[src/hdl/mkc_ram.sv]
`timescale 1ns / 1ps
module mkc_ram #(
  parameter int WIDTH = 8,
  parameter int DEPTH = 256
) (
  input  logic                             clk,
  input  logic                             we,
  input  logic [$clog2(DEPTH)-1:0]         waddr,
  input  logic [WIDTH-1:0]                 wdata,
  input  logic [$clog2(DEPTH)-1:0]         raddr,
  output logic [WIDTH-1:0]                 rdata
);

  logic [WIDTH-1:0] mem [DEPTH];

  always_ff @(posedge clk) begin
    if (we) begin
      mem[waddr] <= wdata;
    end
    rdata <= mem[raddr];
  end

endmodule

[config.mk]
export PLATFORM = sky130hd
export DESIGN_NAME = mkc_ram
export DESIGN_NICKNAME = d
export VERILOG_FILES = /design/src/hdl/mkc_ram.sv
export SDC_FILE = /design/constraint.sdc
export NUM_CORES = 2
export LEC_CHECK = 0
export BUFFER_PORTS_ARGS = -buffer_cell sky130_fd_sc_hd__buf_4
export CORE_ASPECT_RATIO = 0.7
export CORE_MARGIN = 3
export CORE_UTILIZATION = 33
export DETAILED_ROUTE_END_ITERATION = 16
export PLACE_DENSITY = 0.55
export SYNTH_ARGS = -nofsm -noshare
export SYNTH_HDL_FRONTEND = slang
export SYNTH_SLANG_ARGS = --single-unit
[constraint.sdc]
create_clock -name clk -period 2.4 [get_ports clk]
set_input_delay 0.24 -clock clk [delete_from_list [all_inputs] [get_ports clk]]
set_output_delay 0.24 -clock clk [all_outputs]
set_load 0.05 [all_outputs]
### Word level (Yosys, flattened, before mapping)

Memories as Yosys holds them, arrays and structs flattened. A register that Yosys moved wholly into a read port is not among the register bits.
Cells that the tools add are included.

| storage, ports and cells | value |
|---|---|
| output and inout port bits | 8 |
| RAM bits | 2048 |
| memories kept | 1 |
| register bits | 0 |

Memory list:

| memory | words | bits a word | read ports | clocked after memory_dff | write ports | RTL line | text |
|---|---|---|---|---|---|---|---|
| mem | 256 | 8 | 1 | 1 | 1 | 14 | `logic [WIDTH-1:0] mem [DEPTH];` |

| cells by class | value |
|---|---|
| multiplexer cells | 2 |

Operators by type and width:

| operator | number |
|---|---|
| $mux 1 | 2 |

### Longest topological paths before layout

| logic depth | value |
|---|---|
| depth after elaboration | 2 |
| depth in mapped cells | 11 |

### Least setup slack after synthesis

No wires, ideal clock.

| timing | value |
|---|---|
| path type | input port to flip-flop |
| start point | input raddr[0] |
| end point | register rdata[2], read port of mem |
| arrival time | 2047 ps |
| stages on the path | 9 |
| path slack | 222 ps |
| buffers on the path | 4 |
| cell sequence | buf_6 > buf_12 > buf_8 > buf_2 > mux4_2 > a22oi_1 > a21oi_1 > nor4_1 > nor4_2 |

RTL lines:

| element | RTL line | text |
|---|---|---|
| from (decl) | 10 | `input logic [$clog2(DEPTH)-1:0] raddr,` |
| to (decl) | 11 | `output logic [WIDTH-1:0] rdata` |

==> flow_metrics.tcl <==
set metrics [dict create \
    cts_made_buffers 192 \
    ys.flop_type "edfxtp_1" \
    fmaxAchievable_mhz 426 \
    ios 34 \
    finish.utilization_pct 39.7 \
    finalHoldViolations 0 \
    slew_headroom_pct 35.7 \
    antenna_found_initial 18 \
    place.gp.congestion 0.867 \
    netlist_instances 3733 \
    switching_share_pct 21.8 \
    power.switching_mw 16.0 \
    seq_area_frac_synth_pct 77.5 \
    clockPowerShare_pct 40.0 \
    power.internal_mw 57.5 \
    grt_max_degree 96 \
    slowest_delay_ns 0.53 \
    gr-usage-all-layers_pct 17.5 \
    row_count 150 \
    path_delay_family "multiplexers" \
    cts_tree "built" \
    root_buffer "clkbuf_16" \
    p_comb_share_pct 6.2 \
    cp_num_buf_inv 1 \
    setup_viol_count_final 0 \
    initial_utilization_pct 33.2 \
    synth_cell_types 55 \
    wl_per_cell_um 28.0 \
    clock_path_buffers 4 \
    leakage_nw 30.4 \
    cts_max_level 4 \
    port_buffers 33 \
    dieArea_sq_um 247000 \
    fin_nets 4505 \
    worstPathCellList "mux4_2, mux4_2, nor2b_1, nor4_4, buf_4, nor4_1" \
    synth_top_area_cell "edfxtp_1" \
    endpoint_kind "flop" \
    grt_setup_unrepaired "no" \
    critical_path_arrival_ns 3.03 \
    vias_per_cell 5.30 \
    clkLatencyLatePin_ns 0.86 \
    drv_slew 0 \
    crit_path_frequent_cell "mux4_2" \
    synthArstFlopShare_pct 0 \
    powerDensity_nw_per_um2 773 \
    synthesis.area_sq_um 79600 \
    dp_hpwl_mm 145 \
    syn2layout_area_growth_pct 19.5 \
    critPathRequiredTime_ns 3.08 \
    gr-total-overflow 0 \
    postPlaceCellArea_sq_um 89000 \
    ir_drop_mv 0.564 \
    synth_edf_count 2048 \
    hold_path_class "input port to flop" \
    holdWs_ns 0.122 \
    drtAntennaViolNets 0 \
    wl_mm 219 \
    syn_area_per_cell_sq_um 21.3 \
    clkSinkCount 2056 \
    start_kind "flop" \
    fin_area_sq_um 95100 \
    drv_cap 0 \
    synth_top_area_share_pct 77.3 \
    drc_errors 0 \
    final.min_clock_period_ns 2.35 \
    syn-num-nets 3759 \
    drt-initial-drc-count 5145 \
    drive_above_1_share_pct 32.7 \
    ys_warn_count 0 \
    die_w_um 593 \
    seqPwrFrac_pct 53.9 \
    vias 41457 \
    tightest_slew_ns 0.960 \
    synthTopCellsByArea "edfxtp_1 77%, mux4_2 13%, mux2i_1 1.7%" \
    critPathMaxFanout 1 \
    outcome "completed" \
    nFillCells 21309 \
    period_share_pct 97.9 \
    grt_pass1_vias 41008 \
    clock_skew_ns 0.0500 \
    critPathSlowestCell "mux4_2" \
    synth-seq-cells 2056 \
    crit_type "flop to flop" \
    clk_pin_slew_ns 0.07 \
    coreArea_sq_um 239000 \
    first_pass_iters 8 \
    grt_pass1_wl_mm 311 \
    die_h_um 417 \
]
-- synth_stat cells, types with 16 or more instances --
master / instances
nor2_1: 282
o221ai_1: 46
clkbuf_1: 111
buf_2: 31
buf_6: 21
edfxtp_1: 2048
nor3_1: 22
a21oi_1: 96
mux2i_1: 134
nand3_1: 34
buf_4: 27
buf_1: 22
mux4_2: 454
nor4_1: 24
o22ai_1: 28
nor2b_1: 31
a22oi_1: 133
nand2_1: 33
a211oi_1: 16
-- power groups by stage --
| stage | registers, mW | logic (mW) | clock network, mW |
|---|---|---|---|
| finish | 39.6 | 4.54 | 29.4 |
| global route | 39.6 | 4.79 | 31.5 |
| CTS | 39.6 | 4.55 | 29.9 |
| detailed placement | 40.4 | 4.51 | 0 |
| global placement | 40.4 | 4.48 | 0 |
| floorplan | 40.5 | 1.92 | 0 |
-- sequential cells by signal, indices dropped and copies added (netlist names) --
register	flops
mem	2048
rdata	8
-- metal layers --
metal	vias to the layer above	GRT usage, %	routed length, um
li1	17200	-	-
met1	22226	27.4	100000
met2	1804	24.2	92400
met3	223	4.83	22600
met4	4	3.26	3620
met5	-	0	20
-- layout by cell type (no fill, tap or decap), types with 25 or more instances in the layout --
master and count:
nor2_1 279, a22oi_1 133, a21oi_1 96, nand2_1 33, buf_12 76, mux4_2 454
mux2i_1 134, o22ai_1 28, clkinv_2 25, clkbuf_16 193, clkbuf_1 43, clkinv_1 53
o221ai_1 46, nor2b_1 27, buf_4 690, nand3_1 32, edfxtp_1 2048
-- per-stage QoR --
step	setup TNS (ns)	std cells	setup slack, ns	total power, mW
after floorplan	0	3733	0.222	42.4
after global placement	-5.59	7468	-0.964	44.9
after detailed placement	-5.56	7468	-0.970	44.9
after CTS	0	7816	0.0144	74.1
after global routing	0	7818	0.0147	75.9
final	0	7819	0.0514	73.5
-- final timing paths --
kind | start | to | slack (ns) | depth (start not counted)
worst max-delay path | mem[87][4] | rdata[4] | 0.05 | 6
worst min-delay path | waddr[1] | mem[203][6] | 0.12 | 4
worst max register to register | mem[87][4] | rdata[4] | 0.05 | 6
worst min register to register | mem[32][5] | rdata[5] | 1.05 | 7
-- repair_timing --
action | 4_1_cts | 5_1_grt
endpoints found under the hold margin | 465 | 0
setup buffers | 0 | 0
pin swaps | 1 | 1
gates resized for setup | 9 | 8
hold buffers | 9 | 0
endpoints found under the setup margin | 5 | 6
-- kinds of logic after synthesis --
family | count (synthesis) | share of synthesized area [%]
flip-flops | 2056 | 77.5
AND/OR/NAND/NOR | 466 | 2.63
buffers and inverters | 235 | 1.83
AO/OA/AOI/OAI | 385 | 3.42
multiplexers | 591 | 14.6
-- worst reg2reg max path: stages, from the launching register on --
cell and delay [ns]:
edfxtp_1 0.36, mux4_2 0.52, mux4_2 0.53, nor2b_1 0.22, nor4_4 0.31, buf_4 0.20, nor4_1 0.05
-- area by class of cell --
class                      instances  area [sq um]  area share [%]
sequential                      2056         61700            64.9
multi-input combinational       1442         16600            17.5
timing repair buffer             785          6940            7.30
clock buffer                     236          4990            5.25
tap                             3192          3990            4.20
clock inverter                   103           852           0.896
inverter                           2          7.51         0.00790
antenna                            3          7.51         0.00790
(Power assumes the default switching activity.)
