<file path="config.mk">
export PLATFORM = sky130hd
export DESIGN_NAME = mkc_cell
export DESIGN_NICKNAME = d
export VERILOG_FILES = /design/src/hdl/mkc_pkg.sv /design/src/hdl/mkc_cell.sv
export SDC_FILE = /design/constraint.sdc
export NUM_CORES = 1
export LEC_CHECK = 0
export BUFFER_PORTS_ARGS = -buffer_cell sky130_fd_sc_hd__buf_4
export CELL_PAD_IN_SITES_DETAIL_PLACEMENT = 1
export CELL_PAD_IN_SITES_GLOBAL_PLACEMENT = 2
export CORE_MARGIN = 3
export CORE_UTILIZATION = 40
export CTS_CLUSTER_SIZE = 10
export DETAILED_ROUTE_END_ITERATION = 12
export GPL_TIMING_DRIVEN = 1
export PLACE_DENSITY = 0.78
export SETUP_SLACK_MARGIN = 0.5
export SYNTH_ARGS = -nofsm -noshare
export SYNTH_HDL_FRONTEND = slang
export SYNTH_SLANG_ARGS = --single-unit
</file>
<file path="constraint.sdc">
create_clock -name clk -period 13.53 [get_ports clk]
set_clock_uncertainty 0.05 [all_clocks]
set_input_delay 4.059 -clock clk [delete_from_list [all_inputs] [get_ports clk]]
set_output_delay 4.059 -clock clk [all_outputs]
set_load 0.1 [all_outputs]
</file>
<file path="src/hdl/mkc_pkg.sv">
`timescale 1ns / 1ps
package mkc_pkg;

  localparam int MAX_WIDTH    = 256;
  localparam int MAX_KERNELS  = 8;
  localparam int MAX_KSIZE    = 5;
  localparam int HEIGHT_LIMIT = 256;

  localparam int LINE_SLOTS = (MAX_KSIZE > 1) ? MAX_KSIZE - 1 : 1;
  localparam int SLOT_W     = (LINE_SLOTS > 1) ? $clog2(LINE_SLOTS) : 1;
  localparam int ADDR_W     = (MAX_WIDTH > 1) ? $clog2(MAX_WIDTH) : 1;
  localparam int KSEL_W     = (MAX_KERNELS > 1) ? $clog2(MAX_KERNELS) : 1;
  localparam int KN_W       = $clog2(MAX_KERNELS + 1);
  localparam int KS_W       = $clog2(MAX_KSIZE + 1);
  localparam int IDX_W      = (MAX_KSIZE > 1) ? $clog2(MAX_KSIZE) : 1;
  localparam int CELLS      = MAX_KSIZE * MAX_KSIZE;

  localparam int PIX_W  = 8;
  localparam int PROD_W = 2 * PIX_W;
  localparam int SUM_W  = 20;
  localparam int CNT_W  = 9;
  localparam int LINE_W = LINE_SLOTS * PIX_W;

  // item kinds
  localparam logic [1:0] KIND_LOAD  = 2'd0;
  localparam logic [1:0] KIND_PIXEL = 2'd1;
  localparam logic [1:0] KIND_FRAME = 2'd2;

  // register indexes
  localparam int CFG_IDX_W = 3;
  localparam logic [CFG_IDX_W-1:0] REG_IMAGE_WIDTH  = 3'd0;
  localparam logic [CFG_IDX_W-1:0] REG_IMAGE_HEIGHT = 3'd1;
  localparam logic [CFG_IDX_W-1:0] REG_KERNEL_ROWS  = 3'd2;
  localparam logic [CFG_IDX_W-1:0] REG_KERNEL_COLS  = 3'd3;
  localparam logic [CFG_IDX_W-1:0] REG_KERNEL_COUNT = 3'd4;

  typedef enum logic [2:0] {
    ST_CLEAR,
    ST_IDLE,
    ST_READ,
    ST_INJ,
    ST_DRAIN
  } state_t;

  typedef struct packed {
    logic [1:0]              kind;
    logic [2:0]              kernel_sel;
    logic [2:0]              weight_row;
    logic [2:0]              weight_col;
    logic signed [PIX_W-1:0] sample;
  } in_t;

  typedef struct packed {
    logic [2:0]              map_index;
    logic [7:0]              out_row;
    logic [7:0]              out_col;
    logic signed [SUM_W-1:0] dot_sum;
    logic                    last;
  } out_t;

  // partial sum travelling along the cell chain
  typedef struct packed {
    logic                    valid;
    logic [KSEL_W-1:0]       map;
    logic                    last;
    logic signed [SUM_W-1:0] sum;
  } tok_t;

  // weight write into one cell
  typedef struct packed {
    logic                    en;
    logic [KSEL_W-1:0]       sel;
    logic signed [PIX_W-1:0] value;
  } wload_t;

  typedef logic [MAX_KSIZE-1:0][MAX_KSIZE-1:0][PIX_W-1:0] win_t;

  function automatic logic [CNT_W-1:0] clamp_cnt(input logic [CNT_W-1:0] v, input int hi);
    logic [CNT_W-1:0] r;
    if (v == '0) r = CNT_W'(1);
    else if (int'(v) > hi) r = CNT_W'(hi);
    else r = v;
    return r;
  endfunction

  function automatic logic [KS_W-1:0] clamp_ks(input logic [2:0] v);
    logic [KS_W-1:0] r;
    if (v == '0) r = KS_W'(1);
    else if (int'(v) > MAX_KSIZE) r = KS_W'(MAX_KSIZE);
    else r = KS_W'(v);
    return r;
  endfunction

  function automatic logic [KN_W-1:0] clamp_kn(input logic [3:0] v);
    logic [KN_W-1:0] r;
    if (v == '0) r = KN_W'(1);
    else if (int'(v) > MAX_KERNELS) r = KN_W'(MAX_KERNELS);
    else r = KN_W'(v);
    return r;
  endfunction

endpackage

</file>
<file path="src/hdl/mkc_cell.sv">
`timescale 1ns / 1ps
module mkc_cell (
  input  logic                             clk,
  input  logic                             rst,
  input  logic                             adv,
  input  logic                             tap_en,
  input  logic signed [mkc_pkg::PIX_W-1:0] tap,
  input  mkc_pkg::wload_t                  wl,
  input  mkc_pkg::tok_t                    tok_in,
  output mkc_pkg::tok_t                    tok_out
);
  import mkc_pkg::*;

  // one weight per kernel for this tap position
  logic signed [PIX_W-1:0]  wmem [MAX_KERNELS];
  logic signed [PIX_W-1:0]  w;
  logic signed [PROD_W-1:0] prod;
  logic signed [SUM_W-1:0]  addend;

  always_ff @(posedge clk) begin
    if (wl.en) begin
      wmem[wl.sel] <= wl.value;
    end
  end

  assign w      = wmem[tok_in.map];
  assign prod   = tap * w;
  assign addend = tap_en ? {{(SUM_W-PROD_W){prod[PROD_W-1]}}, prod} : '0;

  always_ff @(posedge clk) begin
    if (rst) begin
      tok_out.valid <= 1'b0;
    end else if (adv) begin
      tok_out.valid <= tok_in.valid;
    end
    if (adv) begin
      tok_out.map  <= tok_in.map;
      tok_out.last <= tok_in.last;
      tok_out.sum  <= tok_in.sum + addend;
    end
  end

endmodule

</file>
=== Word level (Yosys, flattened, before mapping) ===
Memories as Yosys holds them, arrays and structs flattened.
Index checks and enable logic that the tools add are counted.

* Bits in writable memories: 64
* Input port bits: 49
* Output and inout port bits: 25
* Register bits after elaboration: 25
* Memories kept: 1
* Logic and storage cells: 10

* Multiply operators: 1
* Add/sub/neg operators: 1
* Mux-type cells: 3

{| class="wikitable"
|+ Memories
! memory !! words !! bits a word !! rd ports !! clocked after memory_dff !! write ports !! RTL line !! RTL
|-
| wmem || 8 || 8 || 1 || 0 || 1 || mkc_cell.sv:15 || <nowiki>logic signed [PIX_W-1:0] wmem [MAX_KERNELS];</nowiki>
|}

{| class="wikitable"
|+ Operator list
! operator !! number
|-
| $add A20 B20 Y20 || 1
|-
| $mux W20 || 1
|-
| $mul A8 B8 Y16 || 1
|-
| $mux W1 || 2
|}

=== Longest topological paths before layout ===
An unclocked memory read counts as a cell.

* Depth in word-level cells: 4
* Depth in mapped cells: 29
* Mapped depth without buffers: 27

=== Worst setup path after synthesis ===
No wires, ideal clock.

* Path kind: input port to flip-flop
* From: in tok_in[21] (netlist name)
* To: reg tok_out[19] (netlist name), data pin
* Setup slack: 2281 ps
* Path buffers: 2
* Data arrival time: 10939 ps
* Data required time: 13220 ps
* Stages on the path: 29
* Library setup time: 260 ps
* Cell sequence: clkbuf_1 -> buf_2 -> mux4_2 -> mux2_2 -> and2_1 -> fa_1 -> inv_1 -> fa_1 -> inv_1 -> fa_1 -> inv_1 -> fa_1 -> inv_1 -> ha_1 -> and2_4 -> a311oi_1 -> nor2_1 -> o21a_1 -> nor2_1 -> xor2_1 -> nor2_1 -> ha_1 -> o21a_1 -> o21ai_1 -> o31ai_1 -> a211oi_1 -> o21ai_0 -> a31oi_1 -> xnor2_1

* Longest elaborated chain between the ends: 4

{| class="wikitable"
|+ RTL lines
! item !! RTL line !! RTL
|-
| start, declared || mkc_cell.sv:9 || <nowiki>input mkc_pkg::tok_t tok_in,</nowiki>
|-
| $mem_v2 Z8 W8 || n/a ||
|-
| $mul A8 B8 Y16 || mkc_cell.sv:27 || <nowiki>assign prod = tap * w;</nowiki>
|-
| $mux W20 || mkc_cell.sv:28 || <nowiki>assign addend = tap_en ? {{(SUM_W-PROD_W){prod[PROD_W-1]}}, prod} : '0;</nowiki>
|-
| $add A20 B20 Y20 || mkc_cell.sv:39 || <nowiki>tok_out.sum <= tok_in.sum + addend;</nowiki>
|-
| end, declared || mkc_cell.sv:10 || <nowiki>output mkc_pkg::tok_t tok_out</nowiki>
|}

No other way between the ends.
A chain may end at the register's enable or synchronous reset.

=== Worst setup path in the final report ===
Ends and elaborated chain as after synthesis.

==> qor.yml <==
final_cell_area_um2: 7750
cp.depth: 27
rr_startpoint: "wmem[7][7]"
ios: 74
hold_viol: 0
cts-resized-gates: 0
rr_endpoint: "tok_out[19]"
core_um2: 16100
placed_cell_area_um2: 7430
fill_cells: 1690
finalSetupViolCount: 0
critPathTopFamily: "adder cells"
vias: 4169
globalRouteOverflowTotal: 0
cpPeakStageDelay_ns: 0.61
synth_nets: 695
grt_pass1_wl_um: 24100
htree_levels: 3
synthArstFlopShare_pct: 0
cts_tree: "built"
insertion_delay_ns: 0.36
hpwlAfterDp_um: 11500
grt_max_degree: 26
r2r_slack_ns: 6.01
grtUsageMet3_pct: 3.09
syn_to_final_growth_pct: 17.1
drtIter0Drc: 80
synth_cell_types: 46
cts_post_setup_buffers_inserted: 0
whs_endpoint: "tok_out[24]"
cp_data_arrival_time_ns: 11.30
antennaDiodeCount: 0
yosys.area.top_type: "edfxtp_1"
antenna_found_initial: 0
die_height_um: 135
syn-cell-area_um2: 6610
slowest_stage: "mux2i_1"
max_freq_mhz: 89.1
hold_buffers: 0
cts_buffer_depth: 2
dieWidth_um: 135
hold_class: "flop to flop"
fin_tns_setup_ns: 0
routedWlPerCell_um: 16.8
worstSetupStartpointType: "input pin"
rsz0062_at_grt: "no"
cp.buffers_inverters: 4
fin_util_pct: 48.2
use_met1_pct: 19.8
syn_area_per_cell_um2: 12.2
holdPathStages: 2
cts_buffers: 9
drt-vias-per-instance: 4.94
crit_top_cell: "fa_1"
track_usage_pct: 17.0
ys_seq_area_share_pct: 40.3
clock-sinks: 89
grt_pass1_vias: 4732
clk_pin_slew_ns: 0.08
min_from: "tok_out[24]"
busiest_layer: "met2"
cp_max_fo: 17
drv_slew: 0
cts-root-buf: "clkbuf_16"
crit_type: "input pin to flop"
start_util_pct: 41.2
slew_headroom_pct: 36.0
synth_edf_count: 88
endpoint_kind: "flop"
syn_inst: 542
synthTopCellsByArea: "edfxtp_1 (40%), fa_1 (17%), ha_1 (9.1%)"
outcome: "finished clean"
cp_data_required_time_ns: 13.60
dieArea_um2: 18100
gp_congestion: 0.791
synthFlopType: "edfxtp_1"
drc: 0
max_cap_violations: 0
fin_nets: 776
row_count: 46
portBuffers: 73
yosysTopAreaCellShare_pct: 40.0
r2r_cells: 26
finalWirelength_um: 14100
drive_above_1_share_pct: 18.5
drtAntennaViolNets: 0
tightest_slew_ns: 0.956
yosysWarnings: 0
period_minus_slack_ns: 11.23
fin_crit_sh_pct: 83.0
first_pass_iters: 4
use_met2_pct: 31.7
ys_seq_elements: 89
## cells in the final DEF (no fill, tap or decap), drive strengths merged, types with 4 or more instances in the layout
cell,n
nor3,10
and2,11
a31oi,5
nand2,17
a21o,11
xnor2,19
a21oi,12
buf,75
nand2b,10
o21ai,10
xor2,10
fa,56
nor2b,38
inv,94
a211oi,4
clkbuf,9
nor2,33
mux4,16
ha,48
o21a,7
edfxtp,88
mux2i,10
## sequential cells by signal, indices dropped and copies added, names as in the netlist
signal / flops
tok_out: 25
wmem: 64
## cell usage after synthesis (4+ instances only)
| cell | n |
|---|---|
| a31oi_1 | 4 |
| nor2_1 | 33 |
| xor2_1 | 10 |
| and2_1 | 10 |
| nor3_1 | 10 |
| mux2i_1 | 10 |
| a21oi_1 | 12 |
| a211oi_1 | 4 |
| nand2_1 | 17 |
| inv_1 | 89 |
| ha_1 | 48 |
| o21a_1 | 7 |
| fa_1 | 56 |
| a21o_1 | 10 |
| mux4_2 | 16 |
| edfxtp_1 | 88 |
| nand2b_1 | 10 |
| xnor2_1 | 19 |
| o21ai_1 | 7 |
| nor2b_1 | 38 |
## metal layers
metal | wire [µm] | vias up
met5 | 0 | -
met4 | 214 | 0
met3 | 469 | 15
met2 | 7510 | 64
met1 | 5960 | 2076
li1 | - | 2014
## cell families (layout without fill, tap and decap cells)
group                      Yosys count  in the layout  share of synthesized area, %
and+or+nand+nor                    134            134                          10.8
DFF                                 89             89                          40.3
xor gates and xnor gates            29             29                          3.84
AOI/OAI and AO/OA                   62             62                          6.32
muxes                               28             28                          7.30
buffers and inverters               96            182                          5.49
adders and majority gates          104            104                          26.0
## stage by stage
| step | instances | worst slack [ns] | hold slack [ns] |
|---|---|---|---|
| after global placement | 828 | 1.92 | 0.425 |
| after detailed placement | 828 | 1.85 | 0.480 |
| after global routing | 844 | 1.71 | 0.520 |
| final | 844 | 2.30 | 0.496 |
| after floorplan | 542 | 2.28 | 0.921 |
| after CTS | 844 | 2.22 | 0.500 |
## worst max-delay path by stage
| stage | startpoint | to |
|---|---|---|
| 6_report | tok_in[21] | tok_out[19] |
| 2_1_floorplan | tok_in[21] | tok_out[19] |
| 5_1_grt | tok_in[21] | tok_out[19] |
| 3_5_place_dp | tok_in[21] | tok_out[19] |
| 4_1_cts | tok_in[21] | tok_out[19] |
| 3_3_place_gp | tok_in[21] | tok_out[19] |
## worst min-delay path, stage by stage (launching register included)
cell and delay, ns:
dfxtp_1 0.34, mux2i_1 0.08, nor2_1 0.09
## area by class of cell
| class | count | area, µm² | area share (%) |
|---|---|---|---|
| clock buffers | 9 | 225 | 2.91 |
| clock inverters | 7 | 95.1 | 1.23 |
| inverters | 91 | 342 | 4.41 |
| multi-input cells | 357 | 3590 | 46.3 |
| flip-flops and latches | 89 | 2660 | 34.4 |
| well taps | 216 | 270 | 3.49 |
| repair buffers | 75 | 563 | 7.27 |
Power is left out: the tool's default activity adds up to more than one toggle a clock period on the data nets, which glitch-free logic cannot reach.
